<file path="src/rtl/huffman_tree_decoder_assert.svh">
// assertion macros shared by the huffman tree decoder rtl
// no dependencies; included by files that carry concurrent checks
`ifndef HUFFMAN_TREE_DECODER_ASSERT_SVH
`define HUFFMAN_TREE_DECODER_ASSERT_SVH

// same-cycle implication under asynchronous active-low reset
`define HTD_ASSERT_IMPL(label, clk, rst_n, ante, cons, msg) \
    label: assert property (@(posedge clk) disable iff (!rst_n) (ante) |-> (cons)) \
        else $error(msg);

// next-cycle implication under asynchronous active-low reset
`define HTD_ASSERT_NEXT(label, clk, rst_n, ante, cons, msg) \
    label: assert property (@(posedge clk) disable iff (!rst_n) (ante) |=> (cons)) \
        else $error(msg);

`endif

</file>
<file path="src/rtl/htd_ram.sv">
// generic single-write, single-read ram with registered read data
// no dependencies; holds the huffman node store
`default_nettype none

module htd_ram #(
    parameter int WIDTH = 8,
    parameter int DEPTH = 512
) (
    input  wire logic                     clk,
    input  wire logic                     we,
    input  wire logic [$clog2(DEPTH)-1:0] waddr,
    input  wire logic [WIDTH-1:0]         wdata,
    input  wire logic [$clog2(DEPTH)-1:0] raddr,
    output logic      [WIDTH-1:0]         rdata
);

    logic [WIDTH-1:0] mem [DEPTH];

    // write port and registered read port
    always_ff @(posedge clk)
    begin
        if (we)
        begin
            mem[waddr] <= wdata;
        end
        rdata <= mem[raddr];
    end

endmodule

`default_nettype wire

</file>
<file path="config.mk">
export PLATFORM = sky130hd
export DESIGN_NAME = htd_ram
export DESIGN_NICKNAME = d
export VERILOG_FILES = /design/src/rtl/huffman_tree_decoder_assert.svh /design/src/rtl/htd_ram.sv
export SDC_FILE = /design/constraint.sdc
export NUM_CORES = 2
export LEC_CHECK = 0
export BUFFER_PORTS_ARGS = -buffer_cell sky130_fd_sc_hd__buf_2
export CELL_PAD_IN_SITES_DETAIL_PLACEMENT = 1
export CELL_PAD_IN_SITES_GLOBAL_PLACEMENT = 2
export CORE_AREA = 4 4 736 738
export DETAILED_ROUTE_END_ITERATION = 16
export DIE_AREA = 0 0 740 742
export PLACE_DENSITY_LB_ADDON = 0.1
export SETUP_SLACK_MARGIN = 0.4
export SKIP_LAST_GASP = 1
export SYNTH_ARGS = -nofsm -noshare
export SYNTH_HDL_FRONTEND = slang
export SYNTH_SLANG_ARGS = --single-unit
</file>
<file path="constraint.sdc">
create_clock -name clk -period 4.45 [get_ports clk]
set_clock_uncertainty 0.15 [all_clocks]
set_input_delay 1.335 -clock clk [delete_from_list [all_inputs] [get_ports clk]]
set_output_delay 1.335 -clock clk [all_outputs]
set_load 0.05 [all_outputs]
</file>
==> flow_summary.toml <==
[floorplanning]
dieArea_um2 = 549100
num_io_pins = 36
core_area_um2 = 535500
die_w_um = 740
rows = 269
start_util = 0.2987
die_h_um = 742

[routing]
avgRoutedWirePerCell_um = 31.68
drc = 0
viasPerCell = 5.020
vias = 84388
postRouteAntennaNets = 0
drtIter0Drc = 6917
routed_wl_mm = 532.6
drt_pass1_iterations = 5

[synth]
ys_ff_latch = 4104
synth_ff_type = "edfxtp_1"
synthTopCellsByArea = "edfxtp_1 (77%), mux4_2 (9.2%), mux2i_1 (5.0%), o221ai_1 (2.0%), nor2_1 (1.4%)"
synth_area_per_cell_um2 = 19.92
synth_cells = 8030
synth_edf_count = 4096
yosysTopAreaCell = "edfxtp_1"
syn_nets = 8058
async_flop_share = 0
synth_top_area_frac = 0.7691
ys_warn_count = 0
synth_cell_types = 51
yosysSeqAreaShare = 0.7701
synth_area_um2 = 159900

[timing]
slew_violations = 0
worstMarginPinSlew_ns = 1.246
fin_crit_sh = 0.9022
slew_headroom = 0.1607
rsz0062_at_grt = "false"
fmax_mhz = 249.1
setup_violations = 0
finalHoldViolCount = 0
layout_min_cycle_time_ns = 4.015

[power_and_ir_drop]
switching_share = 0.2254
p_leak_nw = 62.38
total_power_mw = 84.01
power.share.clock = 0.435
pwr-share-comb = 0.057
powerDensity_nw_per_um2 = 436.8
pwr-share-seq = 0.508
internal-power_mw = 65.07
power_switching_mw = 18.93
vdd_drop_max_v = 0.0003622

[worst_setup_path]
critical_path_class = "in2reg"
cp_data_arrival_time_ns = 4.82
end_kind = "flop"
crit_path_start_kind = "input port"
cp.required_ns = 5.25
crit_fanout = 14

[global_routing]
grt_util_met2 = 0.3164
grt_pass1_vias = 90275
grt.busiest_layer = "met2"
gr-usage-all-layers = 0.1901
grt_use_met1 = 0.2709
use_met3 = 0.02190
grt-ovfl-total = 0
antenna_found_initial = 43
grt_pass1_wl_mm = 742.4
grt_max_degree = 124

[finish]
fin_area_um2 = 192300
layout-drive-gt1-share = 0.2657
layout_common_cells = "edfxtp_1 (4,096), buf_4 (1,036), mux2i_1 (797), mux4_2 (654), nor2_1 (595)"
final_cell_count_no_fill = 16810
nets = 9264
final_common_cell = "edfxtp_1"
syn_to_final_growth_pct = 20.25

[clocking]
clock_latency_ns = 1.03
cts_root_buf = "clkbuf_16"
htreeDepth = 5
cts_setup_buffers = 0
clock_path_buffers = 4
clkTransAtPathRegs_ns = 0.06
cts_tree = "done"
cts-buffers-inserted = 463
clock_sinks = 4104

[placement]
io_buffers = 35
dpl_cell_area_um2 = 177900
post-dp-hpwl_mm = 350.4
dp.cells = 15952
routabilityCongestion = 0.7934

[flow_run]
max_cap_viol_count = 0

[min_path]
hp-class = "in2reg"

[run_status]
status = "completed"
## critical path: stages
cell and delay (ns):
buf_12 0.24, buf_12 0.19, buf_12 0.16, buf_12 0.15, buf_4 0.18, mux2i_1 0.10, o221ai_1 0.41, o22ai_1 0.16
o21ai_0 0.35, buf_4 0.18, nand4_1 0.19, buf_4 0.25, nor4_2 0.48, buf_4 0.20, o2111a_1 0.18
## cells by family after synthesis
logic type             synth area share
and+or+nand+nor                 0.02631
muxes                            0.1420
AOI/OAI and AO/OA               0.04313
DFF                              0.7701
buffers and inverters           0.01849
## stage by stage
stage	setup WS (ns)	hold slack (ns)	setup TNS (ns)	util
after global placement	-0.8796	1.117	-4.894	0.3323
after detailed placement	-0.8423	1.089	-4.590	0.3323
after global routing	0.4285	0.5574	0	0.3591
final	0.4351	0.6398	0	0.3591
after floorplan	0.9932	0.7878	0	-
after CTS	0.4259	0.5097	0	0.3591
## state kept, by name (all words and copies together) (netlist names)
name / count
rdata: 8
mem: 4096
## Yosys cell counts (all sizes together) (13+ instances only)
cell,number
nor2,597
o221ai,372
edfxtp,4096
nand2,111
nand4,32
o21ai,119
nor3,109
nor4,36
nand3,36
a22oi,61
o31ai,13
and2,20
a211oi,17
o22ai,163
a21oi,194
buf,248
clkbuf,265
mux2i,797
mux4,654
## metal layers
metal,share of wire,vias to the layer above
li1,-,35939
met1,0.46,46268
met2,0.48,1649
met3,0.036,526
met4,0.019,6
met5,0.000066,-
## timing repair
action                     CTS  global route
hold buffers                 0             0
hold endpoints to repair     0             0
setup endpoints to repair    2             1
resized for setup            2             1
## final cells by class
cell class / count / area [um^2]
clock inverters: 254 / 2120
repair buffers: 1254 / 11740
clock buffers: 598 / 12240
well taps: 7181 / 8985
inverters: 3 / 20.02
fillers: 52384 / 343200
diodes: 6 / 15.01
multi-input cells: 3410 / 34040
flip-flops and latches: 4104 / 123200
## path summary, 6_finish.rpt
kind	startpoint	slack, ns	depth (start not counted)	to
max	raddr[0]	0.44	15	rdata[0]
min reg2reg	mem[140][2]	1.11	5	rdata[2]
min	wdata[1]	0.64	1	mem[80][1]
max reg2reg	mem[59][3]	1.35	11	rdata[3]
## power groups by stage
stage                     Sequential [mW]  Clock (mW)  Combinational [mW]
after floorplan                      43.5           0                2.03
after global placement               43.5           0                4.87
after detailed placement             43.5           0                4.92
after CTS                            42.6        37.8                4.93
after global routing                 42.6        39.3                5.08
final                                42.6        36.6                4.80
(Power assumes the default switching activity.)
